<file path="src/rtl/core/cypd_pkg.sv">
// ----------------------------------------------------------------------------
// cypd_pkg: shared types and constants of the camera direction block
// Q formats, configuration register indexes, CORDIC arctangent table.
// ----------------------------------------------------------------------------
package cypd_pkg;

  localparam int ANGLE_WIDTH_DEF     = 16;
  localparam int VECTOR_WIDTH_DEF    = 16;
  localparam int TRIG_ITERATIONS_DEF = 14;

  localparam int CFG_IDX_WIDTH = 2;
  localparam logic [CFG_IDX_WIDTH-1:0] REG_MIN_PITCH = 2'd0;
  localparam logic [CFG_IDX_WIDTH-1:0] REG_MAX_PITCH = 2'd1;
  localparam logic [CFG_IDX_WIDTH-1:0] REG_MIN_YAW   = 2'd2;
  localparam logic [CFG_IDX_WIDTH-1:0] REG_MAX_YAW   = 2'd3;
  localparam int CFG_ADDR_WIDTH = 8;

  // Q30 working values
  localparam int QW = 36;
  localparam logic signed [QW-1:0] Q30_ONE     = 36'sd1073741824;
  localparam logic signed [QW-1:0] Q30_HALF_PI = 36'sd1686629713;
  localparam logic signed [QW-1:0] Q30_PI      = 36'sd3373259426;
  localparam logic signed [QW-1:0] CORDIC_GAIN = 36'sd652032874;

  // arctangent of 2^-i in Q30
  function automatic logic signed [QW-1:0] atan_q30(input logic [4:0] i);
    logic [31:0] v;
    case (i)
      5'd0: v = 32'h3243F6A8;   5'd1: v = 32'h1DAC6705;
      5'd2: v = 32'h0FADBAFC;   5'd3: v = 32'h07F56EA6;
      5'd4: v = 32'h03FEAB76;   5'd5: v = 32'h01FFD55B;
      5'd6: v = 32'h00FFFAAA;   5'd7: v = 32'h007FFF55;
      5'd8: v = 32'h003FFFEA;   5'd9: v = 32'h001FFFFD;
      5'd10: v = 32'h000FFFFF;  5'd11: v = 32'h0007FFFF;
      5'd12: v = 32'h0003FFFF;  5'd13: v = 32'h0001FFFF;
      5'd14: v = 32'h0000FFFF;  5'd15: v = 32'h00007FFF;
      5'd16: v = 32'h00003FFF;  5'd17: v = 32'h00001FFF;
      5'd18: v = 32'h00000FFF;  5'd19: v = 32'h000007FF;
      5'd20: v = 32'h000003FF;  5'd21: v = 32'h000001FF;
      5'd22: v = 32'h000000FF;  5'd23: v = 32'h0000007F;
      5'd24: v = 32'h0000003F;  5'd25: v = 32'h0000001F;
      5'd26: v = 32'h0000000F;  5'd27: v = 32'h00000008;
      5'd28: v = 32'h00000004;  5'd29: v = 32'h00000002;
      default: v = 32'h00000001;
    endcase
    return QW'($signed({1'b0, v}));
  endfunction

  typedef enum logic [2:0] {
    ST_IDLE, ST_REDUCE, ST_ROTATE, ST_MUL, ST_OUT
  } back_state_t;

endpackage

</file>
<file path="src/rtl/core/cypd_queue.sv">
// ----------------------------------------------------------------------------
// cypd_queue: two-entry angle queue between front and back
// Register based fifo so each side stalls on its own.
// ----------------------------------------------------------------------------
module cypd_queue
  import cypd_pkg::*;
#(
  parameter int W = 2 * ANGLE_WIDTH_DEF
) (
  input  logic         clk,
  input  logic         rst,
  input  logic         push,
  input  logic [W-1:0] wdata,
  output logic         full,
  input  logic         pop,
  output logic         nempty,
  output logic [W-1:0] rdata
);
  logic [W-1:0] mem [2];
  logic         wp, rp;
  logic [1:0]   cnt;

  assign full   = cnt == 2'd2;
  assign nempty = cnt != 2'd0;
  assign rdata  = mem[rp];

  always_ff @(posedge clk) begin
    if (push) mem[wp] <= wdata;
  end

  always_ff @(posedge clk) begin
    if (rst) begin
      wp <= 1'b0; rp <= 1'b0; cnt <= 2'd0;
    end else begin
      if (push) wp <= ~wp;
      if (pop) rp <= ~rp;
      cnt <= cnt + 2'(push) - 2'(pop);
    end
  end

`ifndef SYNTHESIS
  a_no_overflow: assert property (@(posedge clk) disable iff (rst) full |-> !push)
    else $error("queue overflow");
  a_no_underflow: assert property (@(posedge clk) disable iff (rst) !nempty |-> !pop)
    else $error("queue underflow");
  a_cnt_range: assert property (@(posedge clk) disable iff (rst) cnt != 2'd3)
    else $error("queue count out of range");
`endif
endmodule

</file>
<file path="config.mk">
export PLATFORM = sky130hd
export DESIGN_NAME = cypd_queue
export DESIGN_NICKNAME = d
export VERILOG_FILES = /design/src/rtl/core/cypd_pkg.sv /design/src/rtl/core/cypd_queue.sv
export SDC_FILE = /design/constraint.sdc
export NUM_CORES = 1
export LEC_CHECK = 0
export ABC_AREA = 1
export BUFFER_PORTS_ARGS = -buffer_cell sky130_fd_sc_hd__buf_4
export CAP_MARGIN = 15
export CORE_MARGIN = 2
export CORE_UTILIZATION = 45
export CTS_BUF_LIST = sky130_fd_sc_hd__clkbuf_4 sky130_fd_sc_hd__clkbuf_8
export CTS_CLUSTER_DIAMETER = 100
export DETAILED_ROUTE_END_ITERATION = 12
export PLACE_DENSITY_LB_ADDON = 0.3
export SLEW_MARGIN = 20
export SYNTH_ARGS = -nofsm -noshare
export SYNTH_HDL_FRONTEND = slang
export SYNTH_SLANG_ARGS = --single-unit
</file>
<file path="constraint.sdc">
create_clock -name clk -period 7.4 [get_ports clk]
set_clock_uncertainty 0.2 [all_clocks]
set_input_delay 1.48 -clock clk [delete_from_list [all_inputs] [get_ports clk]]
set_output_delay 1.48 -clock clk [all_outputs]
set_load 0.1 [all_outputs]
</file>
### Yosys cells after proc, flatten, opt, wreduce, memory -nomap -nowiden

Memories as Yosys holds them, arrays and structs flattened. A register that Yosys moved wholly into a read port is not among the register bits.
Index checks and enable logic that the tools add are counted.

| operators by class | value |
|---|---|
| order comparisons | 0 |
| bitwise logic cells | 2 |
| $mul | 0 |
| muxes and demuxes | 4 |
| reduce and logical (&&, ||, !) cells | 1 |
| shifts and indexed selects | 0 |
| equal/unequal tests | 1 |
| div/mod/pow operators | 0 |
| add/sub/neg operators | 2 |

Operators with widths:

| cell | count |
|---|---|
| 1-bit 2-to-1 mux | 4 |
| 2-bit by 1-bit adder with 2-bit output | 1 |
| 2-bit == test (second input constant) | 1 |
| 1-bit NOT | 2 |
| 2-bit nonzero test | 1 |
| 2-bit by 1-bit subtractor with 2-bit output | 1 |

| storage, ports and cells | value |
|---|---|
| memory bits (writable) | 64 |
| register bits after elaboration | 4 |
| output and inout bits | 34 |
| input bits | 36 |
| bits in read-only memories | 0 |
| bits in latches | 0 |
| memories | 1 |

Memory list:

| name | depth | width | read ports | clocked after Yosys merged registers in | write ports | line | RTL |
|---|---|---|---|---|---|---|---|
| mem | 2 | 32 | 1 | 1 | 1 | cypd_queue.sv:19 | `logic [W-1:0] mem [2];` |

### Longest topological paths before layout

Gate-level depths: netlist (run 1).

| depth | value |
|---|---|
| word-level depth | 3 |
| depth in mapped cells | 9 |

### Least setup slack after synthesis (run 1)

Ideal clock, no wire load.

| timing | value |
|---|---|
| kind | input to register |
| start | in push |
| end | mem mem[0][0] (netlist bit) (enable) |
| setup time | 0.422 ns |
| arrival | 2.869 ns |
| slack | 3.909 ns |
| path buffers | 0 |
| stages | 2 |
| required time | 6.778 ns |
| path through | inv_1 -> nor2_1 |

| between the ends | value |
|---|---|
| cells in the longest elaborated chain, start to end | 2 |

RTL lines:

| what | line | RTL |
|---|---|---|
| start: declaration | cypd_queue.sv:12 | `input logic push,` |
| 1-bit 2-to-1 mux | cypd_queue.sv:28 | `if (push) mem[wp] <= wdata;` |
| 1-bit 2-to-1 mux (not written as such) | cypd_queue.sv:28 |  |
| end: declaration | cypd_queue.sv:19 |  |

Every way passes these cells.

==> flow_summary.json, run 1 <==
{
  "final_net_count": 246,
  "coreArea_mm2": 0.00585,
  "seqPwrFrac_pct": 48.4,
  "p_per_area_mw_per_mm2": 283,
  "power_leakage_nw": 1.38,
  "drt_iter0_markers": 70,
  "place_area_mm2": 0.00325,
  "synth_top_family_by_area": "multiplexers",
  "synth_xor_area_share_pct": 0.326,
  "die_area_mm2": 0.00661,
  "synth_edf_count": 64,
  "fin_tns_setup_ns": 0,
  "crit_arrival_ns": 2.02,
  "ys.flop_type": "edfxtp_1",
  "synth.top_cells.by_count": "edfxtp_1, mux2_4, inv_1",
  "start_util_pct": 46.0,
  "synth_fa_ha_area_share_pct": 0.930,
  "cts_setup_buffers": 0,
  "nFillCells": 468,
  "cts_buffers": 9,
  "grt_setup_unrepaired": "no",
  "postRouteAntennaNets": 0,
  "clk_transition_reported_paths_ns": 0.07,
  "worstSkewPairLatency_ns": 0.33,
  "max_freq_mhz": 270,
  "drc_errors": 0,
  "gp_congestion": 0.740,
  "path_class": "reg -> out",
  "cap_violations": 0,
  "post-dp-hpwl_mm": 2.95,
  "min_period_ns": 3.70,
  "ys_top_cells_by_area": "edfxtp_1, mux2_4, dfxtp_1",
  "cts_resized": 0,
  "die_y_um": 81.3,
  "io_pins": 70,
  "syn-instance-count": 131,
  "rows": 28,
  "ctsHoldBuffers": 0,
  "synth.most_common_cell": "edfxtp_1",
  "n_antenna_cell": 0,
  "ys_seq_elements": 69,
  "status": "complete, no violations",
  "synth_warnings": 0,
  "p_sw_uw": 319,
  "worst_path_largest_cell_delay_ns": 1.02,
  "cp_num_buf_inv": 1,
  "crit_slowest_cell": "dfxtp_2",
  "grt_max_degree": 33,
  "grt_pass1_wl_mm": 6.27,
  "worstSetupEndpointType": "output port",
  "overflow": 0,
  "worst_pin_slew_ns": 1.05,
  "p_total_uw": 964,
  "synthMuxAreaShare_pct": 17.6,
  "yosys.cell_types.count": 14,
  "wl_per_cell_um": 15.3,
  "r2r_cells": 3,
  "p_int_uw": 645,
  "cts.path.max_buffers": 2,
  "critical_path.top_delay_family": "flip-flops",
  "clock-sinks": 69,
  "rr_endpoint": "mem[1][9]",
  "grt_usage_pct": 13.7,
  "grt_pass1_vias": 1429,
  "num_vias": 1378,
  "synth_compound_area_share_pct": 0.186,
  "cp-start-kind": "flip-flop",
  "hold_depth": 2,
  "p_sw_share_pct": 33.1,
  "hold_viol_final": 0,
  "clock_power_share_pct": 25.3,
  "netlist.area_leader.share_pct": 71.4,
  "syn_to_final_growth_pct": 26.5,
  "timing.rr.start": "wp",
  "r2r_slack_ns": 5.67,
  "slew_headroom_pct": 30.2,
  "synth-simple-area-share_pct": 2.05,
  "min_from": "rp",
  "vdd_drop_max_v": 0.000164,
  "cts_htree_levels": 3,
  "critPathMaxFanout": 32,
  "cp_cell_sequence": "mux2_2 -> buf_4",
  "cts_root_buf": "clkbuf_8",
  "maxSlewViolCount": 0,
  "hp-class": "reg -> reg",
  "worstPathRequired_ns": 5.72,
  "timing.hold.ws_ns": 0.358,
  "dr.pass1.iters": 4,
  "yosysTopAreaCell": "edfxtp_1",
  "setup_viol": 0,
  "viasPerCell": 4.80,
  "finalCritPeriodShare_pct": 50.0,
  "synth.net_count": 169,
  "finalInstanceArea_mm2": 0.00340,
  "ys_seq_area_share_pct": 75.2,
  "wirelength_mm": 4.38,
  "port-buffer-count": 69,
  "synth_area_per_cell_um2": 20.5,
  "comb_power_share_pct": 26.3,
  "antenna_found_initial": 0,
  "floorplan.die.width_um": 81.3,
  "cts_tree": "yes",
  "netlist_area_mm2": 0.00269,
  "drive_above_1_share_pct": 54.7,
  "synth-async-reset-ratio_pct": 0
}
==> routing by layer <==
layer | share of wire, % | GRT usage (%) | up-vias
met5 | 0 | 0 | -
met4 | 2.2 | 7.63 | 0
met3 | 7.3 | 6.22 | 12
met2 | 53 | 23.4 | 54
met1 | 38 | 13.6 | 673
li1 | - | - | 639
==> placed cells by master (no fill, tap or decap) <==
master     n
buf_4     70
clkinv_1   3
clkbuf_4   2
nand3_1    1
xnor2_1    1
inv_1      8
nor2_4     1
edfxtp_1  64
nand2_1    5
ha_1       2
nor2_1     6
dfxtp_2    1
clkinv_2   1
mux2_4    30
mux2_2     2
a21oi_1    1
clkbuf_8   9
nor3_1     1
dfxtp_1    4
==> power by group through the flow <==
stage / Clock (mW) / Combinational (mW) / Sequential [mW]
floorplan: 0 / 0.217 / 0.464
detailed placement: 0 / 0.255 / 0.475
finish: 0.244 / 0.254 / 0.466
global placement: 0 / 0.250 / 0.473
global route: 0.267 / 0.262 / 0.469
CTS: 0.251 / 0.255 / 0.467
==> worst max-delay path by stage <==
stage                      endpoint  slack (ns)  depth (start not counted)
after floorplan           mem[0][0]        3.91                          2
after detailed placement   rdata[0]        4.01                          2
after global routing       rdata[0]        3.59                          2
final                      rdata[0]        3.70                          2
after CTS                  rdata[0]        3.64                          2
after global placement    rdata[31]        4.06                          2
==> registers in the layout, summed over array words and instances (netlist names), named ones only <==
register  cells
mem          64
cnt           2
rp            1
wp            1
==> layout make-up <==
type,instances,area (um^2),area share [%]
Multi-Input combinational cell,50,574,16.9
Timing Repair Buffer,70,526,15.4
Clock inverter,4,16.3,0.478
Clock buffer,11,139,4.08
Inverter,8,30.0,0.883
Sequential cell,69,2020,59.5
Tap cell,75,93.8,2.76
==> worst min-delay path: cells and delay by family, from the launching register on <==
family | cells | cell delay, ns
flops | 1 | 0.34
xor+xnor | 1 | 0.09
simple gates | 1 | 0.08
==> cell families (layout without fill, tap and decap cells) <==
kind of cell | Yosys count | after routing
AOI/OAI and AO/OA | 1 | 1
xor gates and xnor gates | 1 | 1
adders and majority gates | 2 | 2
buffers and inverters | 12 | 93
DFF | 69 | 69
muxes | 32 | 32
and+or+nand+nor | 14 | 14
==> through the flow <==
step	instances	utilization (%)	worst slack (ns)
floorplan	131	-	3.91
detailed placement	272	55.5	4.01
global route	287	58.1	3.59
global placement	272	55.5	4.06
finish	287	58.1	3.70
CTS	287	58.1	3.64
No activity file was read; power rests on OpenSTA's default activity.
==> run 2, diff against run 1 <==
==> constraint.sdc (replaced) <==
create_clock -name clk -period 3 [get_ports clk]
set_clock_uncertainty 0.2 [all_clocks]
set_input_delay 0.6 -clock clk [delete_from_list [all_inputs] [get_ports clk]]
set_output_delay 0.6 -clock clk [all_outputs]
set_load 0.1 [all_outputs]
==> run 2 against run 1 <==
  * Count of clock-buffer cells in the layout down 1
  * Global-route usage up 0.65 points
  * Critical endpoint is now rdata[4]
  * Cell count up 1.4%
  * Non-clock buffer count up 3
  * Largest power group unchanged
  * Critical path depth up 1
  * Worst hold slack worse by 0.11 ns
  * Combinational power rose to 2.5 times the previous value
  * Register-to-register slack worse by 4.3 ns
  * Via count down 1.5%
  * First-iteration DRC count down 11%
  * Routed wire length up 2.8%
==> flow_summary.json, run 2 (same netlist as run 1, synthesis figures left out) <==
{
  "worstSkewPairLatency_ns": 0.32,
  "comb_power_share_pct": 26.0,
  "wl_per_cell_um": 15.5,
  "finalCritPeriodShare_pct": 86.9,
  "p_sw_share_pct": 32.5,
  "antenna_found_initial": 0,
  "cts.path.max_buffers": 2,
  "grt_pass1_wl_mm": 6.62,
  "clock-sinks": 69,
  "ctsHoldBuffers": 0,
  "grt_max_degree": 24,
  "wl_met2_mm": 2.46,
  "io_pins": 70,
  "seqPwrFrac_pct": 45.8,
  "worst_path_largest_cell_delay_ns": 0.61,
  "met1_length_mm": 1.64,
  "crit_slowest_cell": "dfxtp_2",
  "p_int_mw": 1.68,
  "cap_violations": 0,
  "port-buffer-count": 69,
  "postRouteAntennaNets": 0,
  "cp_common_cell": "buf_4",
  "reg_top3": "mem x64, cnt x2",
  "worst_pin_slew_ns": 0.473,
  "power_leakage_nw": 1.42,
  "grt_usage_pct": 14.3,
  "hold_viol_final": 0,
  "clock_power_share_pct": 28.2,
  "grt_setup_unrepaired": "no",
  "drive_above_1_share_pct": 56.5,
  "num_vias": 1357,
  "finalInstanceArea_mm2": 0.00347,
  "pre_cts_ws_ns": 0.710,
  "top_register": "mem",
  "coreArea_mm2": 0.00585,
  "crit_arrival_ns": 1.81,
  "start_util_pct": 46.0,
  "syn_to_final_growth_pct": 28.9,
  "critical_path.top_delay_family": "flip-flops",
  "die_area_mm2": 0.00661,
  "wl_met3_um": 295,
  "cts_root_buf": "clkbuf_8",
  "drc_errors": 0,
  "timing.hold.ws_ns": 0.253,
  "nFillCells": 437,
  "multiInputGateArea_um2": 574,
  "overflow": 0,
  "drt_iter0_markers": 62,
  "path_class": "reg -> out",
  "cts_buffers": 9,
  "hp-class": "in -> reg",
  "worstSetupEndpointType": "output port",
  "max_freq_mhz": 383,
  "rows": 28,
  "grt_pass1_vias": 1424,
  "worstPathRequired_ns": 2.20,
  "cp-start-kind": "flip-flop",
  "vdd_drop_max_v": 0.000428,
  "n_antenna_cell": 0,
  "final_common_cell": "buf_4",
  "wirelength_mm": 4.50,
  "ff_latch_area_mm2": 0.00202,
  "cts_htree_levels": 3,
  "cts_resized": 0,
  "cp_cell_sequence": "buf_4 -> mux2_4 -> buf_4",
  "top_layer": "met4",
  "status": "complete, no violations",
  "critPathMaxFanout": 15,
  "p_per_area_mw_per_mm2": 716,
  "largest_reg_flops": 64,
  "die_y_um": 81.3,
  "p_sw_uw": 805,
  "slew_headroom_pct": 68.4,
  "final_core_util_pct": 59.3,
  "cts_setup_buffers": 0,
  "setup_viol": 0,
  "viasPerCell": 4.66,
  "post-route-worst-setup-slack_ns": 0.392,
  "clk_transition_reported_paths_ns": 0.07,
  "min_period_ns": 2.61,
  "final_net_count": 249,
  "floorplan.die.width_um": 81.3,
  "fin_tns_setup_ns": 0,
  "place_area_mm2": 0.00328,
  "cp_num_buf_inv": 2,
  "maxSlewViolCount": 0,
  "final_cell_mix": "buf_4, edfxtp_1, mux2_4",
  "gp_congestion": 0.741,
  "dr.pass1.iters": 4,
  "cts_tree": "yes",
  "post-dp-hpwl_mm": 3.20
}
run 2: cell type report:
cell class	count	share of cell area [%]
Clock buffer	10	3.79
Clock inverter	6	1.55
Inverter	8	0.866
Multi-Input combinational cell	50	16.6
Sequential cell	69	58.4
Tap cell	75	2.71
Timing Repair Buffer	73	16.2
run 2: metrics by stage:
| stage | power, mW | std cells |
|---|---|---|
| 6_report | 2.48 | 291 |
| 2_1_floorplan | 1.68 | 131 |
| 4_1_cts | 2.50 | 291 |
| 3_5_place_dp | 1.81 | 275 |
| 3_3_place_gp | 1.79 | 275 |
| 5_1_grt | 2.56 | 291 |
run 2: final timing paths:
path | from | to | slack, ns | depth (start not counted)
worst max-delay path | flip-flop | rdata[4] | 0.39 | 3
worst min-delay path | wdata[17] | mem[1][17] | 0.25 | 1
worst max register to register | wp | mem[1][7] | 1.42 | 3
worst min register to register | rp | flip-flop | 0.35 | 2
run 2: layer usage:
metal,up-vias,global-route usage [%]
li1,650,-
met1,648,14.8
met2,49,24.4
met3,10,5.33
met4,0,8.81
met5,-,0
run 2: power by group through the flow:
stage               Combinational [mW]  Clock (mW)  Sequential [mW]
floorplan                        0.535           0             1.14
global placement                 0.635           0             1.15
CTS                              0.649       0.713             1.14
finish                           0.644       0.700             1.14
detailed placement               0.648           0             1.16
global route                     0.668       0.751             1.14
==> run 3, diff against run 2 <==
--- a/config.mk
+++ b/config.mk
@@ -8,12 +8,12 @@
 export ABC_AREA = 1
 export BUFFER_PORTS_ARGS = -buffer_cell sky130_fd_sc_hd__buf_4
 export CAP_MARGIN = 15
-export CORE_MARGIN = 2
 export CORE_UTILIZATION = 45
 export CTS_BUF_LIST = sky130_fd_sc_hd__clkbuf_4 sky130_fd_sc_hd__clkbuf_8
 export CTS_CLUSTER_DIAMETER = 100
 export DETAILED_ROUTE_END_ITERATION = 12
 export PLACE_DENSITY_LB_ADDON = 0.3
+export SETUP_SLACK_MARGIN = 0.2
 export SLEW_MARGIN = 20
 export SYNTH_ARGS = -nofsm -noshare
 export SYNTH_HDL_FRONTEND = slang
==> run 3 against run 2 <==
  * Fmax is 1.5% higher
  * Routed wire length is 2.1% lower
  * Critical path depth stayed put
  * Final area is 1.2% lower
  * First-iteration DRC count is 47% lower
  * Critical path type unchanged
  * Largest power group unchanged
  * Highest routed layer unchanged
==> flow_summary.json, run 3 (same netlist as run 1, synthesis figures left out) <==
{
  "status": "complete, no violations",
  "die_area_mm2": 0.00629,
  "num_vias": 1370,
  "fin_tns_setup_ns": 0,
  "cts_resized": 0,
  "min_period_ns": 2.57,
  "p_per_area_mw_per_mm2": 692,
  "top_register": "mem",
  "rows": 27,
  "dr.pass1.iters": 4,
  "grt_setup_unrepaired": "no",
  "grt_pass1_wl_mm": 6.98,
  "drive_above_1_share_pct": 55.2,
  "io_pins": 70,
  "worst_pin_slew_ns": 0.935,
  "slew_headroom_pct": 37.5,
  "grt_pass1_vias": 1501,
  "antenna_found_initial": 0,
  "critical_path.top_delay_family": "flip-flops",
  "maxSlewViolCount": 0,
  "cp-start-kind": "flip-flop",
  "ff_latch_area_mm2": 0.00202,
  "dp.cells": 270,
  "cap_violations": 0,
  "cp_cell_sequence": "buf_12 -> mux2_4 -> buf_4",
  "wl_per_cell_um": 15.5,
  "crit_arrival_ns": 1.77,
  "nFillCells": 435,
  "r2r_slack_ns": 1.32,
  "finalNonFillerCells": 284,
  "grt_usage_pct": 15.6,
  "multiInputGateArea_um2": 574,
  "hold_viol_final": 0,
  "cts.path.max_buffers": 2,
  "finalCritPeriodShare_pct": 85.6,
  "drt_iter0_markers": 33,
  "critPathMaxFanout": 19,
  "ctsHoldBuffers": 0,
  "power_leakage_nw": 1.39,
  "floorplan.die.width_um": 79.3,
  "die_y_um": 79.3,
  "coreArea_mm2": 0.00564,
  "reg_top3": "mem x64, cnt x2",
  "cp_num_buf_inv": 2,
  "post-dp-hpwl_mm": 3.13,
  "gp_congestion": 0.635,
  "start_util_pct": 47.7,
  "worstSetupEndpointType": "output port",
  "worstSkewPairLatency_ns": 0.32,
  "clock-sinks": 69,
  "max_freq_mhz": 389,
  "setup_viol": 0,
  "worst_path_largest_cell_delay_ns": 0.63,
  "largest_reg_flops": 64,
  "cts_htree_levels": 3,
  "clk_transition_reported_paths_ns": 0.07,
  "grt_max_degree": 33,
  "crit_slowest_cell": "dfxtp_2",
  "syn_to_final_growth_pct": 27.3,
  "cts_setup_buffers": 0,
  "viasPerCell": 4.82,
  "n_antenna_cell": 0,
  "port-buffer-count": 69,
  "path_class": "reg -> out",
  "cts_root_buf": "clkbuf_8",
  "postRouteAntennaNets": 0,
  "drc_errors": 0,
  "cts_tree": "yes",
  "vdd_drop_max_v": 0.000427,
  "hp-class": "in -> reg",
  "worstPathRequired_ns": 2.20,
  "overflow": 0,
  "wirelength_mm": 4.41,
  "final_cell_mix": "buf_4, edfxtp_1, mux2_4",
  "final_net_count": 247,
  "cts_buffers": 9,
  "final_common_cell": "buf_4"
}
## run 3: cell types whose count changed in the layout (fill, tap and decap cells not counted)
cell       previous run  this run
clkinv_2              4         2
buf_4                72        69
bufinv_16             1         0
buf_12                1         2
clkinv_1              1         2
## run 3: metal layers
| metal | vias to the layer above | GRT usage, % | wire length [um] |
|---|---|---|---|
| met1 | 672 | 15.6 | 1550 |
| met4 | 0 | 10.4 | 134 |
| li1 | 641 | - | - |
| met2 | 44 | 27.5 | 2450 |
| met3 | 13 | 5.17 | 270 |
| met5 | - | 0 | 0 |
## run 3: final timing paths
kind	startpoint	end	cells past startpoint
hold reg to reg	rp	rp	2
setup / recovery	flip-flop	rdata[1]	3
hold / removal	wdata[20]	mem[0][20]	1
setup reg to reg	wp	mem[0][29]	1
## run 3: metrics by stage
step	hold slack (ns)	worst slack, ns	util [%]	power, mW	cell area (um^2)
CTS	0.240	0.391	60.7	2.39	3420
finish	0.255	0.431	60.7	2.37	3420
detailed placement	0.319	0.749	58.1	1.81	3280
global route	0.237	0.355	60.7	2.44	3420
global placement	0.299	0.793	58.1	1.79	3280
floorplan	0.280	0.389	-	1.68	2690
## run 3: power by group
group          switching, mW  leakage [nW]  internal [mW]  total, mW
Combinational          0.465         0.671          0.179      0.644
Sequential            0.0249         0.643           1.11       1.14
Clock                  0.298        0.0803          0.291      0.589
## run 3: cell type report
| type | count | area share, % |
|---|---|---|
| timing repair buffer | 71 | 16.3 |
| multi-input combinational | 50 | 16.8 |
| inverter | 8 | 0.877 |
| clock buffer | 10 | 3.84 |
| tap | 72 | 2.63 |
| sequential | 69 | 59.1 |
| clock inverter | 4 | 0.512 |
