File: src/rtl/core/cypd_pkg.sv
// ----------------------------------------------------------------------------
// cypd_pkg: shared types and constants of the camera direction block
// Q formats, configuration register indexes, CORDIC arctangent table.
// ----------------------------------------------------------------------------
package cypd_pkg;

  localparam int ANGLE_WIDTH_DEF     = 16;
  localparam int VECTOR_WIDTH_DEF    = 16;
  localparam int TRIG_ITERATIONS_DEF = 14;

  localparam int CFG_IDX_WIDTH = 2;
  localparam logic [CFG_IDX_WIDTH-1:0] REG_MIN_PITCH = 2'd0;
  localparam logic [CFG_IDX_WIDTH-1:0] REG_MAX_PITCH = 2'd1;
  localparam logic [CFG_IDX_WIDTH-1:0] REG_MIN_YAW   = 2'd2;
  localparam logic [CFG_IDX_WIDTH-1:0] REG_MAX_YAW   = 2'd3;
  localparam int CFG_ADDR_WIDTH = 8;

  // Q30 working values
  localparam int QW = 36;
  localparam logic signed [QW-1:0] Q30_ONE     = 36'sd1073741824;
  localparam logic signed [QW-1:0] Q30_HALF_PI = 36'sd1686629713;
  localparam logic signed [QW-1:0] Q30_PI      = 36'sd3373259426;
  localparam logic signed [QW-1:0] CORDIC_GAIN = 36'sd652032874;

  // arctangent of 2^-i in Q30
  function automatic logic signed [QW-1:0] atan_q30(input logic [4:0] i);
    logic [31:0] v;
    case (i)
      5'd0: v = 32'h3243F6A8;   5'd1: v = 32'h1DAC6705;
      5'd2: v = 32'h0FADBAFC;   5'd3: v = 32'h07F56EA6;
      5'd4: v = 32'h03FEAB76;   5'd5: v = 32'h01FFD55B;
      5'd6: v = 32'h00FFFAAA;   5'd7: v = 32'h007FFF55;
      5'd8: v = 32'h003FFFEA;   5'd9: v = 32'h001FFFFD;
      5'd10: v = 32'h000FFFFF;  5'd11: v = 32'h0007FFFF;
      5'd12: v = 32'h0003FFFF;  5'd13: v = 32'h0001FFFF;
      5'd14: v = 32'h0000FFFF;  5'd15: v = 32'h00007FFF;
      5'd16: v = 32'h00003FFF;  5'd17: v = 32'h00001FFF;
      5'd18: v = 32'h00000FFF;  5'd19: v = 32'h000007FF;
      5'd20: v = 32'h000003FF;  5'd21: v = 32'h000001FF;
      5'd22: v = 32'h000000FF;  5'd23: v = 32'h0000007F;
      5'd24: v = 32'h0000003F;  5'd25: v = 32'h0000001F;
      5'd26: v = 32'h0000000F;  5'd27: v = 32'h00000008;
      5'd28: v = 32'h00000004;  5'd29: v = 32'h00000002;
      default: v = 32'h00000001;
    endcase
    return QW'($signed({1'b0, v}));
  endfunction

  typedef enum logic [2:0] {
    ST_IDLE, ST_REDUCE, ST_ROTATE, ST_MUL, ST_OUT
  } back_state_t;

endpackage

File: src/rtl/core/cypd_front.sv
// ----------------------------------------------------------------------------
// cypd_front: angle update
// Accepts deltas, applies bounds and pushes the new angles into the queue.
// ----------------------------------------------------------------------------
module cypd_front
  import cypd_pkg::*;
#(
  parameter int AW = ANGLE_WIDTH_DEF
) (
  input  logic                   clk,
  input  logic                   rst,
  input  logic                   in_valid,
  output logic                   in_ready,
  input  logic signed [AW-1:0]   delta_yaw,
  input  logic signed [AW-1:0]   delta_pitch,
  input  logic signed [AW-1:0]   min_pitch,
  input  logic signed [AW-1:0]   max_pitch,
  input  logic signed [AW-1:0]   min_yaw,
  input  logic signed [AW-1:0]   max_yaw,
  output logic                   q_push,
  input  logic                   q_full,
  output logic signed [AW-1:0]   q_yaw,
  output logic signed [AW-1:0]   q_pitch
);
  logic signed [AW-1:0] yaw_angle, pitch_angle, yaw_next, pitch_next;
  logic signed [AW:0]   np, ny;

  assign in_ready = !q_full;
  assign q_push   = in_valid && in_ready;

  // full width candidates, exclusive bounds
  always_comb begin
    np = (AW+1)'(pitch_angle) - (AW+1)'(delta_pitch);
    ny = (AW+1)'(yaw_angle) + (AW+1)'(delta_yaw);
    yaw_next   = yaw_angle;
    pitch_next = pitch_angle;
    if (delta_yaw != '0 || delta_pitch != '0) begin
      if ((AW+1)'(min_pitch) < np && np < (AW+1)'(max_pitch))
        pitch_next = AW'(np);
      if ((AW+1)'(min_yaw) < ny && ny < (AW+1)'(max_yaw))
        yaw_next = AW'(ny);
      else
        yaw_next = '0;
    end
  end

  assign q_yaw   = yaw_next;
  assign q_pitch = pitch_next;

  always_ff @(posedge clk) begin
    if (rst) begin
      yaw_angle   <= '0;
      pitch_angle <= '0;
    end else if (q_push) begin
      yaw_angle   <= yaw_next;
      pitch_angle <= pitch_next;
    end
  end
endmodule

File: config.mk
export PLATFORM = sky130hd
export DESIGN_NAME = cypd_front
export DESIGN_NICKNAME = d
export VERILOG_FILES = /design/src/rtl/core/cypd_pkg.sv /design/src/rtl/core/cypd_front.sv
export SDC_FILE = /design/constraint.sdc
export NUM_CORES = 1
export LEC_CHECK = 0
export ABC_AREA = 1
export BUFFER_PORTS_ARGS = -buffer_cell sky130_fd_sc_hd__buf_2
export CAP_MARGIN = 20
export CORE_ASPECT_RATIO = 1.25
export CORE_MARGIN = 4
export CORE_UTILIZATION = 56
export DETAILED_ROUTE_END_ITERATION = 10
export GPL_TIMING_DRIVEN = 0
export PLACE_DENSITY = 0.81
export SETUP_SLACK_MARGIN = 0.1
export SLEW_MARGIN = 5
export SYNTH_ARGS = -nofsm -noshare
export SYNTH_HDL_FRONTEND = slang
export SYNTH_SLANG_ARGS = --single-unit
export TNS_END_PERCENT = 30
File: constraint.sdc
create_clock -name clk -period 4.1 [get_ports clk]
set_input_delay 0.41 -clock clk [delete_from_list [all_inputs] [get_ports clk]]
set_output_delay 0.41 -clock clk [all_outputs]
set_load 0.02 [all_outputs]
=== Word-level counts from Yosys, hierarchy flattened ===
Index checks and enable logic that the tools add are counted.

* Logic and storage cells: 19
* Output and inout bits: 34
* Register bits: 32
* Bits of input ports: 100

* Add/subtract/negate cells: 2
* $lt $le $gt $ge: 4
* Reduce and logical (&&, ||, !) cells: 7
* Muxes and demuxes: 4

{| class="wikitable"
|+ Operators by type and width
! operator !! count
|-
| $mux W16 || 4
|-
| $lt A16 B17 Y1 || 2
|-
| $lt A17 B16 Y1 || 2
|-
| $reduce_bool A16 Y1 || 2
|-
| $add A16 B16 Y17 || 1
|-
| $sub A16 B16 Y17 || 1
|-
| $logic_and A1 B1 Y1 || 3
|-
| $logic_not A1 Y1 || 1
|-
| $logic_or A1 B1 Y1 || 1
|}

=== Longest topological paths before layout ===
Gate-level depths: netlist of run 1.

* Word-level depth: 5
* Gate-level depth with buffers: 28
* Depth with buffers taken out: 27

=== Worst setup path after synthesis of run 1 ===
Ideal clock, no wire load.

* Kind: in2out
* Start point: input delta_pitch[0]
* End point: output q_pitch[2]
* Arrival: 3.321 ns
* Cell stages on the path: 23
* Data required time: 3.690 ns
* Setup slack: 0.369 ns
* Cell sequence: ha_1 fa_1 inv_1 nand3_1 nand2_1 nand2_1 nand3_1 xor2_1 inv_1 ha_1 nand2_1 nor2_1 o2111ai_1 o2111ai_1 nand2_1 nor2_1 nand3_1 nand4_2 nand2_2 nor2_8 buf_8 nand3_2 nand2_1

* Word-level cells in the longest chain between the ends: 5
* Elaborated cells between the ends (all ways): 8
* Classes of those cells: 1 x add/sub; 2 x order compare; 2 x mux; 3 x reduce/logical

{| class="wikitable"
|+ RTL lines
! element !! line !! source
|-
| start, declared || cypd_front.sv:15 || <nowiki>input logic signed [AW-1:0] delta_pitch,</nowiki>
|-
| $sub A16 B16 Y17 || cypd_front.sv:33 || <nowiki>np = (AW+1)'(pitch_angle) - (AW+1)'(delta_pitch);</nowiki>
|-
| $lt A16 B17 Y1 or $lt A17 B16 Y1 (tied branches) || cypd_front.sv:38 || <nowiki>if ((AW+1)'(min_pitch) < np && np < (AW+1)'(max_pitch))</nowiki>
|-
| $logic_and A1 B1 Y1 || cypd_front.sv:38 ||
|-
| $mux W16 || cypd_front.sv:38 ||
|-
| $mux W16 * || cypd_front.sv:37 || <nowiki>if (delta_yaw != '0 || delta_pitch != '0) begin</nowiki>
|-
| end, declared || cypd_front.sv:23 || <nowiki>output logic signed [AW-1:0] q_pitch</nowiki>
|}

Every way passes the cells marked *; elsewhere a longest branch is shown, timed or not.

=== Worst setup path after layout of run 1 ===
* Start point: register pitch_angle[0]
* End point: output q_pitch[12]

* Word-level cells in the longest chain between the ends: 5
* Elaborated cells between the ends (all ways): 6
* Classes of those cells: 1 x add/sub; 2 x order compare; 2 x mux; 1 x reduce/logical

{| class="wikitable"
|+ RTL lines
! element !! line !! source
|-
| start, declared || cypd_front.sv:25 || <nowiki>logic signed [AW-1:0] yaw_angle, pitch_angle, yaw_next, pitch_next;</nowiki>
|-
| start signal, assigned || cypd_front.sv:56 || <nowiki>pitch_angle <= pitch_next;</nowiki>
|-
| $sub A16 B16 Y17 * || cypd_front.sv:33 ||
|-
| $lt A16 B17 Y1 or $lt A17 B16 Y1 (tied branches) || cypd_front.sv:38 ||
|-
| $logic_and A1 B1 Y1 || cypd_front.sv:38 ||
|-
| $mux W16 * || cypd_front.sv:38 ||
|-
| $mux W16 * || cypd_front.sv:37 ||
|}

Marks and branches as above.

==> out/results.md, run 1 <==
| Metric | This run |
|---|---|
| Average wire length per cell after detail routing | 17.5 um |
| Class of the tightest hold or removal check | input port to flop |
| Worst VDD drop | 0.271 mV |
| Worst clock skew on the final layout | 0.00524 ns |
| Portion of the post-synthesis area used by sequential elements | 0.111 |
| # IOs | 134 |
| Maximum number of pins on one net before global-route repair | 11 |
| Total routing resource utilization after global routing | 0.314 |
| Worst-margin pin slew | 1.01 ns |
| Hpwl dp | 14200 um |
| Clock period minus worst slack | 4.42 ns |
| Die width | 98.8 um |
| Highest net fanout along the worst path | 6 |
| Synth Instances | 996 |
| Final setup violation count | 32 |
| Routability congestion estimate from global placement | 0.949 |
| CTS hold repair buffers | 0 |
| Clock tree from TritonCTS | done |
| Slowest cell delay on critical path | 0.35 ns |
| Type of the worst setup path | flop to output port |
| Number of nets in the final layout | 1360 |
| Part of the cycle the worst path needs | 1.08 |
| Via count of the routed design | 7706 |
| Synth warnings | 0 |
| Number of max-cap violations | 0 |
| Height of the chip | 122 um |
| Remaining antenna violation count | 0 |
| Number of buffers and inverters on the critical path | 5 |
| Leakage power figure | 4.69 nW |
| Total power divided by cell area | 382 nW/um^2 |
| DRT Wirelength | 23100 um |
| Detailed-routing iteration count for the pre-antenna-repair pass | 9 |
| Area share of the largest cell type after synthesis | 0.175 |
| Vias per cell | 5.86 |
| Number of buffers inserted during clock tree synthesis | 5 |
| Critical path startpoint category | flop |
| Synth area leaders | nand2_1, ha_1, inv_1 |
| Critical path data arrival time | 4.01 ns |
| Violations in the final reports | negative setup slack |
| Post-synth design cell area | 5770 um^2 |
| Main synth FF type | dfxtp_1 |
| First-pass GRT wire length | 30900 um |
| Gr ovfl total | 0 |
| Count of cell types in the netlist | 43 |
| Library cell occupying the most area in the post-synthesis netlist | nand2_1 |
| Top achievable clock speed | 0.226 GHz |
| H-tree depth | 2 |
| Master of the slowest instance on the critical path | fa_2 |
| Pins Over Slew Limit | 0 |
| Hold violation count in the final report | 0 |
| Initial standard-cell utilization of the core | 0.571 |
| Smallest setup slack after layout | -0.325 ns |
| Input/output buffers | 133 |
| Rows | 41 |
| Worst max-slew margin expressed relative to the limit | 0.320 |
| DR iter-0 viols | 580 |
| Net count after synthesis | 1170 |
| Cell chain of the critical path | inv_2 > ha_4 > fa_2 > inv_2 > nand3_2 > nand2_4 > xor2_4 > inv_1 > ha_1 > nand2_1 > nor2_1 > o2111ai_2 > o2111ai_2 > nand2_1 > nor2_2 > nand3_2 > nand4_4 > nand2_4 > nor2_8 > buf_8 > nand3_2 > nand2_2 > buf_6 |
| Register bit total from synthesis | 32 |
| Crit path capture type | output port |
| Layout cell share with drive strength beyond 1 | 0.343 |
| Post-Layout Inst Area | 8380 um^2 |
| Latest clock arrival within the worst-skew pair | 0.29 ns |
| Total Power | 0.00321 W |
| Clock input transition at the sequential cells of the worst setup and hold paths | 0.06 ns |
| Worst endpoint required time | 3.69 ns |
| Top cell by count, worst path | nand3_2 |
| # DRC | 0 |
| Count of inserted antenna diode cells | 0 |
| Share of synthesized registers carrying an async set or reset | 0 |
| Area of the die | 12000 um^2 |
| Number of enable flip-flop cells after synthesis | 0 |
| Area growth from synthesis to layout | 45.2% |
| CTS sink count | 32 |
| Delay-heaviest family, CP | simple AND/OR/NAND/NOR gates |
| Synthesized area divided by synthesized cell count | 5.80 um^2 |
| Most frequent cells in the layout | nand2_1, inv_1, nor2_1 |
| Most common library cell in the layout ignoring fill and taps | nand2_1 |
| RSZ-0062 raised after global routing | true |
| Status | complete, but fails checks |
| Number of global-route vias before repair | 6809 |
| CTS max path bufs | 2 |
| CORE AREA | 10100 um^2 |
| Clock root buffer master | clkbuf_16 |
| Initial antenna violation count | 0 |
| Placed Area | 6600 um^2 |
==> timing repair <==
item / CTS / global route
pin swaps: 47 / 67
resized for setup: 174 / 102
setup buffers: 30 / 20
cloned: 2 / 1
endpoints found under the setup margin: 48 / 42
endpoints found under the hold margin: 0 / 0
==> synthesized netlist by cell type, drive strengths merged, types with 2 or more instances <==
library cell and number:
nand2 289, nand4 17, nor2 123, xor2 14, clkbuf 10, buf 8
o21ai 28, a21boi 5, a21oi 41, o2111ai 4, xnor3 2, nand3b 2
inv 192, and2 2, nand3 126, nor4 9, o21bai 4, fa 2
a21o 5, ha 72, nor3 3, xnor2 2, a22oi 2, dfxtp 32
==> per-stage QoR <==
stage               utilization  hold WS, ns  setup WS (ns)  std cells  TNS, ns
floorplan                     -        0.530          0.369        996        0
global placement          0.653        0.559         -0.492       1258   -12.24
detailed placement        0.653        0.571         -0.539       1258   -14.58
CTS                       0.771        0.418         -0.128       1298    -2.46
global route              0.830        0.472         -0.421       1316   -10.95
finish                    0.830        0.442         -0.325       1316    -8.44
==> worst paths after layout <==
| check | to | depth (start not counted) | slack [ns] | start |
|---|---|---|---|---|
| worst max register to register | pitch_angle[10]$_SDFFE_PP0P_ | 26 | 0.15 | pitch_angle[0]$_SDFFE_PP0P_ |
| worst min-delay path | pitch_angle[1]$_SDFFE_PP0P_ | 4 | 0.44 | rst |
| worst max-delay path | q_pitch[12] | 23 | -0.32 | pitch_angle[0]$_SDFFE_PP0P_ |
| worst min register to register | yaw_angle[11]$_SDFFE_PP0P_ | 4 | 0.60 | yaw_angle[11]$_SDFFE_PP0P_ |
==> cell type report <==
class / instances / area [um^2]
inverter: 192 / 721
timing repair buffer: 184 / 1310
multi-input combinational: 754 / 5210
clock inverter: 1 / 30.0
buffer: 17 / 140
sequential: 32 / 658
clock buffer: 7 / 153
fill: 654 / 1720
tap: 129 / 161
==> routing by layer <==
layer	global-route usage	up-vias	wire length [um]
met4	0.161	0	1850
met2	0.605	539	11500
met1	0.336	3438	7740
met5	0	-	0
li1	-	3555	-
met3	0.0276	174	1980
==> power breakdown <==
part / switching [W] / internal [W] / leakage, nW / total [W]
registers: 0.0000322 / 0.000337 / 0.268 / 0.000369
logic: 0.00138 / 0.000982 / 4.33 / 0.00236
clock network: 0.000152 / 0.000320 / 0.0901 / 0.000473
==> cells by family (layout without fill, tap and decap cells) <==
| logic type | Yosys count | in the layout | share of synthesized area |
|---|---|---|---|
| adders and majority gates | 74 | 74 | 0.163 |
| and+or+nand+nor | 571 | 571 | 0.451 |
| AOI/OAI and AO/OA | 91 | 91 | 0.0984 |
| DFF | 32 | 32 | 0.111 |
| xor gates and xnor gates | 18 | 18 | 0.0321 |
| buffers and inverters | 210 | 401 | 0.145 |
==> worst reg2reg max path: stages (launching register included) <==
cell       delay [ns]
dfxtp_2          0.33
inv_2            0.05
ha_4             0.16
fa_2             0.35
inv_2            0.10
nand3_2          0.09
nand2_4          0.12
xor2_4           0.29
inv_1            0.11
ha_1             0.32
nand2_1          0.08
nor2_1           0.15
o2111ai_2        0.17
o2111ai_2        0.13
nand2_1          0.12
nor2_2           0.15
nand3_2          0.14
nand3_2          0.12
nand2_4          0.07
nand2_4          0.09
nor2_8           0.05
buf_8            0.19
nand3_2          0.08
buf_4            0.11
nand3_1          0.10
nand2_1          0.11
inv_1            0.04
==> sequential cells by signal (all words and copies together) (netlist names) <==
signal       count
pitch_angle     16
yaw_angle       16
Power figures use the tool's default switching activity.
==> run 2: changes to the inputs <==
--- a/config.mk
+++ b/config.mk
@@ -5,15 +5,14 @@
 export SDC_FILE = /design/constraint.sdc
 export NUM_CORES = 1
 export LEC_CHECK = 0
-export ABC_AREA = 1
 export BUFFER_PORTS_ARGS = -buffer_cell sky130_fd_sc_hd__buf_2
 export CAP_MARGIN = 20
 export CORE_ASPECT_RATIO = 1.25
 export CORE_MARGIN = 4
-export CORE_UTILIZATION = 56
+export CORE_UTILIZATION = 55
 export DETAILED_ROUTE_END_ITERATION = 10
 export GPL_TIMING_DRIVEN = 0
-export PLACE_DENSITY = 0.81
+export PLACE_DENSITY = 0.8
 export SETUP_SLACK_MARGIN = 0.1
 export SLEW_MARGIN = 5
 export SYNTH_ARGS = -nofsm -noshare
==> run 2 against run 1 <==
Against the previous run:
- the run still ends with negative setup slack left
- critical path depth grew 2
- setup slack lost 1.4 ns
- total power shrank 48%
- cell count shrank 26%
- die area shrank 7.8%
- clock power shrank 7.0%
- sequential share of layout area grew 1.0 points
- first-iteration DRC count shrank 43%
- hold slack gained 0.037 ns
- critical endpoint is now q_pitch[6]
- synthesized area shrank 10%
- clock skew shrank 0.00068 ns
- wire length shrank 20%
==> out/results.md, run 2 <==
| Metric | This run | Delta |
|---|---|---|
| Internal portion of total power | 0.00103 W | was 0.00164 W |
| Detailed-routing iteration count for the pre-antenna-repair pass | 7 | was 9 |
| Register bit total from synthesis | 32 | unchanged |
| Worst-case reg-to-reg path depth | 22 | was 26 |
| Master of the slowest instance on the critical path | maj3_2 | was fa_2 |
| Total Negative Setup Slacks | -56.51 ns | was -8.44 ns |
| Height of the chip | 117 um | was 122 um |
| Critical path startpoint | pitch_angle[0]$_SDFFE_PP0P_ | unchanged |
| H-tree depth | 2 | unchanged |
| Maximum number of pins on one net before global-route repair | 12 | was 11 |
| DRT Wirelength | 18500 um | was 23100 um |
| Net count after synthesis | 849 | was 1170 |
| Hold Startpoint | rst | unchanged |
| Count of inserted antenna diode cells | 0 | unchanged |
| Met1 routing resource usage after global routing | 0.347 | was 0.336 |
| Switching power share of the total | 0.384 | was 0.489 |
| Pins Over Slew Limit | 0 | unchanged |
| Hold depth | 3 | was 4 |
| Highest net fanout along the worst path | 6 | unchanged |
| Clock period minus worst slack | 5.79 ns | was 4.42 ns |
| CORE AREA | 9170 um^2 | was 10100 um^2 |
| Number of enable flip-flop cells after synthesis | 0 | unchanged |
| Largest registers | pitch_angle x16, yaw_angle x16 | unchanged |
| Final setup violation count | 64 | was 32 |
| Library cell occupying the most area in the post-synthesis netlist | ha_1 | was nand2_1 |
| Violations in the final reports | negative setup slack | unchanged |
| Clock root buffer master | clkbuf_16 | unchanged |
| Core Util, Final | 0.793 | was 0.830 |
| Initial standard-cell utilization of the core | 0.566 | was 0.571 |
| Synth warnings | 0 | unchanged |
| CTS sink count | 32 | unchanged |
| Smallest setup slack after layout | -1.69 ns | was -0.325 ns |
| CTS max path bufs | 2 | unchanged |
| Total power divided by cell area | 229 nW/um^2 | was 382 nW/um^2 |
| Power share of the combinational group | 0.540 | was 0.737 |
| Portion of the post-synthesis area used by sequential elements | 0.123 | was 0.111 |
| Post-synth design cell area | 5190 um^2 | was 5770 um^2 |
| Top cell by count, worst path | maj3_2 | was nand3_2 |
| Share of synthesized registers carrying an async set or reset | 0 | unchanged |
| Part of the cycle the worst path needs | 1.41 | was 1.08 |
| Most frequent cells after synthesis | inv_1, ha_1, nor2_1, a21oi_1, dfxtp_1 | was nand2_1, inv_1, nor2_1, nand3_1, ha_1 |
| Via count of the routed design | 6127 | was 7706 |
| Met2 layer usage reported by global route | 0.603 | was 0.605 |
| Worst clock skew on the final layout | 0.00457 ns | was 0.00524 ns |
| Worst VDD drop | 0.150 mV | was 0.271 mV |
| Area growth from synthesis to layout | 40.0% | was 45.2% |
| RSZ-0062 raised after global routing | true | unchanged |
| Number of global-route vias before repair | 6182 | was 6809 |
| Number of buffers inserted during clock tree synthesis | 5 | unchanged |
| Class of the tightest hold or removal check | input port to flop | unchanged |
| Worst endpoint required time | 3.69 ns | about the same |
| Most frequently used cell type in the post-synthesis netlist | inv_1 | was nand2_1 |
| Setup WS pre-CTS | -2.13 ns | was -0.539 ns |
| Synth area leaders | ha_1, dfxtp_1, inv_1 | was nand2_1, ha_1, inv_1 |
| Clock tree from TritonCTS | done | unchanged |
| Worst-margin pin slew | 0.679 ns | was 1.01 ns |
| # DRC | 0 | unchanged |
| Rows | 39 | was 41 |
| Relative contribution of sequential cells to total power | 0.196 | was 0.115 |
| Critical path data arrival time | 5.38 ns | was 4.01 ns |
| Leakage power figure | 3.44 nW | was 4.69 nW |
| Psw | 0.000639 W | was 0.00157 W |
| Fillcell total | 660 | was 654 |
| Top achievable clock speed | 0.173 GHz | was 0.226 GHz |
| Die width | 94.9 um | was 98.8 um |
| DR iter-0 viols | 330 | was 580 |
| Vias per cell | 6.30 | was 5.86 |
| Met3 track demand over resource in global routing | 0.0432 | was 0.0276 |
| Number of max-cap violations | 0 | unchanged |
| Synthesized area divided by synthesized cell count | 7.69 um^2 | was 5.80 um^2 |
| Area share of the largest cell type after synthesis | 0.173 | was 0.175 |
| Post-placement cell count | 931 | was 1258 |
| Synth Instances | 675 | was 996 |
| Type of the worst setup path | flop to output port | unchanged |
| # IOs | 134 | unchanged |
| Post-route non-filler standard cell count | 972 | was 1316 |
| Crit path capture type | output port | unchanged |
| Latest clock arrival within the worst-skew pair | 0.28 ns | was 0.29 ns |
| Hold violation count in the final report | 0 | unchanged |
| Initial antenna violation count | 0 | unchanged |
| Number of nets in the final layout | 1022 | was 1360 |
| Area of the die | 11100 um^2 | was 12000 um^2 |
| Count of cell types in the netlist | 77 | was 43 |
| Gr ovfl total | 0 | unchanged |
| Clock input transition at the sequential cells of the worst setup and hold paths | 0.06 ns | about the same |
| Internal reg-to-reg setup slack | -0.69 ns | was 0.15 ns |
| Worst max-slew margin expressed relative to the limit | 0.548 | was 0.320 |
| Critical register-to-register path startpoint | pitch_angle[0]$_SDFFE_PP0P_ | unchanged |
| First-pass GRT wire length | 28500 um | was 30900 um |
| Total routing resource utilization after global routing | 0.323 | was 0.314 |
| Layout cell share with drive strength beyond 1 | 0.343 | about the same |
| Main synth FF type | dfxtp_1 | unchanged |
| Most frequent cells in the layout | buf_2, inv_1, ha_1 | was nand2_1, inv_1, nor2_1 |
| Status | complete, but fails checks | unchanged |
| Input/output buffers | 133 | unchanged |
| CTS hold repair buffers | 0 | unchanged |
| Remaining antenna violation count | 0 | unchanged |
| WHS Endpoint | pitch_angle[9]$_SDFFE_PP0P_ | was pitch_angle[1]$_SDFFE_PP0P_ |
| Routability congestion estimate from global placement | 0.916 | was 0.949 |
| Clock network fraction of total power | 0.264 | was 0.147 |
| Most used routing layer in global routing | met2 | unchanged |
| Average wire length per cell after detail routing | 19.0 um | was 17.5 um |
| Most common library cell in the layout ignoring fill and taps | buf_2 | was nand2_1 |
| Hpwl dp | 13800 um | was 14200 um |
| Critical path startpoint category | flop | unchanged |
| Capture instance of the worst register-to-register path | pitch_angle[10]$_SDFFE_PP0P_ | unchanged |
| Slowest cell delay on critical path | 0.34 ns | was 0.35 ns |
==> run 2: per-layer routing <==
metal | part of all wire | wire length, um
met1 | 0.36 | 6680
met2 | 0.52 | 9630
met3 | 0.069 | 1280
met4 | 0.049 | 903
met5 | 0 | 0
==> run 2: cell families (layout without fill, tap and decap cells) <==
kind of cell,Yosys count,count (layout),share of synthesized area
AOI/OAI and AO/OA,209,209,0.301
muxes,21,21,0.0460
xor gates and xnor gates,34,34,0.0588
adders and majority gates,81,81,0.196
and+or+nand+nor,188,188,0.191
buffers and inverters,110,284,0.0846
DFF,32,32,0.123
==> run 2: worst max path at each step <==
| stage | endpoint | slack [ns] | cells after the start |
|---|---|---|---|
| 6_report | q_pitch[6] | -1.69 | 25 |
| 5_1_grt | q_pitch[6] | -1.90 | 25 |
| 4_1_cts | q_pitch[3] | -1.64 | 25 |
| 3_5_place_dp | q_pitch[3] | -2.13 | 24 |
| 2_1_floorplan | q_pitch[15] | -1.30 | 23 |
| 3_3_place_gp | q_pitch[2] | -2.08 | 24 |
==> run 2: timing repair <==
action                                 4_1_cts  5_1_grt
pin swaps                                   48       33
cloned                                       1        0
gates resized for setup                    126       51
endpoints found under the hold margin        0        0
setup endpoints to repair                   64       64
buffers inserted                            21       14
==> run 2: metrics by stage <==
stage                     cell area (um^2)  hold WS (ns)  total power, W
final                                 7270         0.479         0.00166
after global routing                  7270         0.484         0.00175
after CTS                             6970         0.466         0.00159
after detailed placement              6150         0.491         0.00104
after global placement                6150         0.479         0.00101
after floorplan                       5330         0.468        0.000829
==> run 2: cell type report <==
type | count | area [um^2] | area share
Buffer | 25 | 166 | 0.0229
Clock buffer | 5 | 125 | 0.0172
Clock inverter | 3 | 42.5 | 0.00585
Inverter | 84 | 315 | 0.0434
Multi-Input combinational cell | 533 | 4660 | 0.641
Sequential cell | 32 | 644 | 0.0886
Tap cell | 123 | 154 | 0.0212
Timing Repair Buffer | 167 | 1160 | 0.160
==> run 2: power by group through the flow <==
stage,clock [W],combinational [W],sequential [W]
floorplan,0,0.000499,0.000330
global placement,0,0.000683,0.000332
detailed placement,0,0.000708,0.000332
CTS,0.000434,0.000833,0.000326
global route,0.000455,0.000972,0.000327
finish,0.000440,0.000899,0.000326
==> run 2: worst max-delay path, delay by kind of cell, from the launching register on <==
kind,cells,cell delay [ns]
flip-flops,1,0.32
buffers and inverters,5,0.59
XOR/XNOR,1,0.21
AND/OR/NAND/NOR,4,0.57
multiplexers,1,0.31
AO/OA/AOI/OAI,8,1.54
adder cells (fa/ha/maj),6,1.56
==> run 3: changes to the inputs <==
--- a/config.mk
+++ b/config.mk
@@ -8,12 +8,13 @@
 export BUFFER_PORTS_ARGS = -buffer_cell sky130_fd_sc_hd__buf_2
 export CAP_MARGIN = 20
 export CORE_ASPECT_RATIO = 1.25
-export CORE_MARGIN = 4
+export CORE_MARGIN = 3
 export CORE_UTILIZATION = 55
 export DETAILED_ROUTE_END_ITERATION = 10
 export GPL_TIMING_DRIVEN = 0
 export PLACE_DENSITY = 0.8
 export SETUP_SLACK_MARGIN = 0.1
+export SKIP_LAST_GASP = 1
 export SLEW_MARGIN = 5
 export SYNTH_ARGS = -nofsm -noshare
 export SYNTH_HDL_FRONTEND = slang
==> run 3 against run 2 <==
Against the previous run:
- the flow still finishes with violations (negative setup slack)
- sequential power is essentially flat
- cell count grew 0.62%
- critical path depth is the same
- cell area shrank 1.7%
- largest cell class unchanged
- highest routed layer unchanged
==> out/results.md, run 3 (synthesized netlist as in run 2, its figures left out) <==
| Metric | This run | Delta |
|---|---|---|
| Psw | 0.000635 W | was 0.000639 W |
| Number of max-cap violations | 0 | unchanged |
| Hold violation count in the final report | 0 | unchanged |
| Status | complete, but fails checks | unchanged |
| Internal portion of total power | 0.00102 W | was 0.00103 W |
| CORE AREA | 9170 um^2 | unchanged |
| # IOs | 134 | unchanged |
| Die width | 92.9 um | was 94.9 um |
| Routability congestion estimate from global placement | 0.880 | was 0.916 |
| Worst-margin pin slew | 0.696 ns | was 0.679 ns |
| # DRC | 0 | unchanged |
| Class of the tightest hold or removal check | input port to flop | unchanged |
| H-tree depth | 2 | unchanged |
| Pins Over Slew Limit | 0 | unchanged |
| Type of the worst setup path | flop to output port | unchanged |
| Critical path data arrival time | 5.49 ns | was 5.38 ns |
| Total Negative Setup Slacks | -63.53 ns | was -56.51 ns |
| Count of inserted antenna diode cells | 0 | unchanged |
| Crit path capture type | output port | unchanged |
| Leakage power figure | 3.42 nW | was 3.44 nW |
| Worst VDD drop | 0.157 mV | was 0.150 mV |
| Worst clock skew on the final layout | 0.0113 ns | was 0.00457 ns |
| Clock input transition at the sequential cells of the worst setup and hold paths | 0.06 ns | about the same |
| Number of global-route vias before repair | 6098 | was 6182 |
| Part of the cycle the worst path needs | 1.44 | was 1.41 |
| Layout cell share with drive strength beyond 1 | 0.331 | was 0.343 |
| Area of the die | 10700 um^2 | was 11100 um^2 |
| Vias per cell | 6.27 | was 6.30 |
| Final setup violation count | 64 | unchanged |
| Gr ovfl total | 0 | unchanged |
| Smallest setup slack after layout | -1.80 ns | was -1.69 ns |
| Clock network fraction of total power | 0.265 | was 0.264 |
| Via count of the routed design | 6135 | was 6127 |
| Power share of the combinational group | 0.538 | was 0.540 |
| Maximum number of pins on one net before global-route repair | 12 | unchanged |
| Most common library cell in the layout ignoring fill and taps | buf_2 | unchanged |
| CTS sink count | 32 | unchanged |
| Relative contribution of sequential cells to total power | 0.196 | about the same |
| Rows | 39 | unchanged |
| Largest registers | pitch_angle x16, yaw_angle x16 | unchanged |
| Number of nets in the final layout | 1028 | was 1022 |
| Detailed-routing iteration count for the pre-antenna-repair pass | 5 | was 7 |
| Number of buffers inserted during clock tree synthesis | 5 | unchanged |
| Switching power share of the total | 0.383 | was 0.384 |
| Post-route non-filler standard cell count | 978 | was 972 |
| Height of the chip | 115 um | was 117 um |
| Initial standard-cell utilization of the core | 0.566 | unchanged |
| RSZ-0062 raised after global routing | true | unchanged |
| Highest net fanout along the worst path | 6 | unchanged |
| Remaining antenna violation count | 0 | unchanged |
| Average wire length per cell after detail routing | 18.9 um | was 19.0 um |
| Most frequent cells in the layout | buf_2, inv_1, ha_1 | unchanged |
| Initial antenna violation count | 0 | unchanged |
| Total routing resource utilization after global routing | 0.327 | was 0.323 |
| Fillcell total | 686 | was 660 |
| Latest clock arrival within the worst-skew pair | 0.29 ns | was 0.28 ns |
| Top achievable clock speed | 0.169 GHz | was 0.173 GHz |
| First-pass GRT wire length | 28100 um | was 28500 um |
| Worst endpoint required time | 3.69 ns | about the same |
| Input/output buffers | 133 | unchanged |
| DR iter-0 viols | 364 | was 330 |
| Clock tree from TritonCTS | done | unchanged |
| Worst max-slew margin expressed relative to the limit | 0.533 | was 0.548 |
| CTS max path bufs | 2 | unchanged |
| Area growth from synthesis to layout | 37.6% | was 40.0% |
| DRT Wirelength | 18500 um | about the same |
| Core Util, Final | 0.779 | was 0.793 |
| Setup WS pre-CTS | -2.14 ns | was -2.13 ns |
| Post-placement cell count | 931 | unchanged |
| Clock period minus worst slack | 5.90 ns | was 5.79 ns |
| Total power divided by cell area | 232 nW/um^2 | was 229 nW/um^2 |
| Clock root buffer master | clkbuf_16 | unchanged |
| Hpwl dp | 13800 um | about the same |
| Violations in the final reports | negative setup slack | unchanged |
| Critical path startpoint category | flop | unchanged |
==> run 3: cell count changes in the layout (fill, tap and decap cells not counted), sizes merged <==
cell / change
clkbuf: +2
buf: +4
==> run 3: power groups by stage <==
stage	Combinational (W)	Clock [W]	Sequential [W]
final	0.000894	0.000440	0.000326
after detailed placement	0.000710	0	0.000332
after global placement	0.000683	0	0.000332
after CTS	0.000837	0.000440	0.000326
after floorplan	0.000499	0	0.000330
after global routing	0.000962	0.000451	0.000327
==> run 3: through the flow <==
step | cell area [um^2] | hold slack, ns | power (W)
2_1_floorplan | 5330 | 0.468 | 0.000829
3_3_place_gp | 6150 | 0.479 | 0.00101
3_5_place_dp | 6150 | 0.489 | 0.00104
4_1_cts | 6880 | 0.492 | 0.00160
5_1_grt | 7140 | 0.504 | 0.00174
6_report | 7140 | 0.493 | 0.00166
==> run 3: worst max-delay path: stages, from the launching register on <==
cell and delay [ns]:
dfxtp_2 0.32, inv_2 0.07, ha_4 0.13, fa_2 0.22, nor2b_4 0.05, o31a_1 0.27, o21ai_1 0.13, nand2b_1 0.13
a21o_1 0.20, a21o_1 0.20, xnor2_2 0.16, buf_4 0.14, buf_4 0.14, ha_1 0.29, and4_1 0.22, a221o_1 0.35
a31oi_1 0.28, maj3_1 0.25, a221oi_1 0.06, nor3_2 0.33, o21ai_1 0.14, nor4b_4 0.37, buf_4 0.18, buf_8 0.14
mux2_4 0.32, buf_6 0.13
==> run 3: final timing paths <==
path                                from                            to  slack (ns)  cells after the start
min reg2reg   yaw_angle[12]$_SDFFE_PP0P_    yaw_angle[12]$_SDFFE_PP0P_        0.51                      1
min                                  rst   pitch_angle[9]$_SDFFE_PP0P_        0.49                      3
max          pitch_angle[0]$_SDFFE_PP0P_                    q_pitch[6]       -1.80                     25
max reg2reg  pitch_angle[0]$_SDFFE_PP0P_  pitch_angle[15]$_SDFFE_PP0P_       -0.98                     23
==> run 3: timing repair <==
item                                    CTS  global route
cloned                                    2             0
pin swaps                                31            30
hold endpoints to repair                  0             0
hold buffers                              0             0
gates resized for setup                  91            40
endpoints found under the setup margin   64            64
buffers inserted                         22            16
==> run 3: final cells by class <==
cell class	count	area, um^2	share of cell area
Sequential cell	32	644	0.0902
Inverter	84	315	0.0441
Clock inverter	3	42.5	0.00595
Tap cell	123	154	0.0215
Buffer	25	155	0.0217
Timing Repair Buffer	173	1160	0.162
Multi-Input combinational cell	533	4550	0.637
Clock buffer	5	125	0.0175
==> run 3: metal layers <==
layer	GRT usage	up-vias	share of wire
li1	-	2878	-
met1	0.340	2872	0.36
met2	0.633	328	0.54
met3	0.0322	57	0.066
met4	0.175	0	0.042
met5	0	-	0
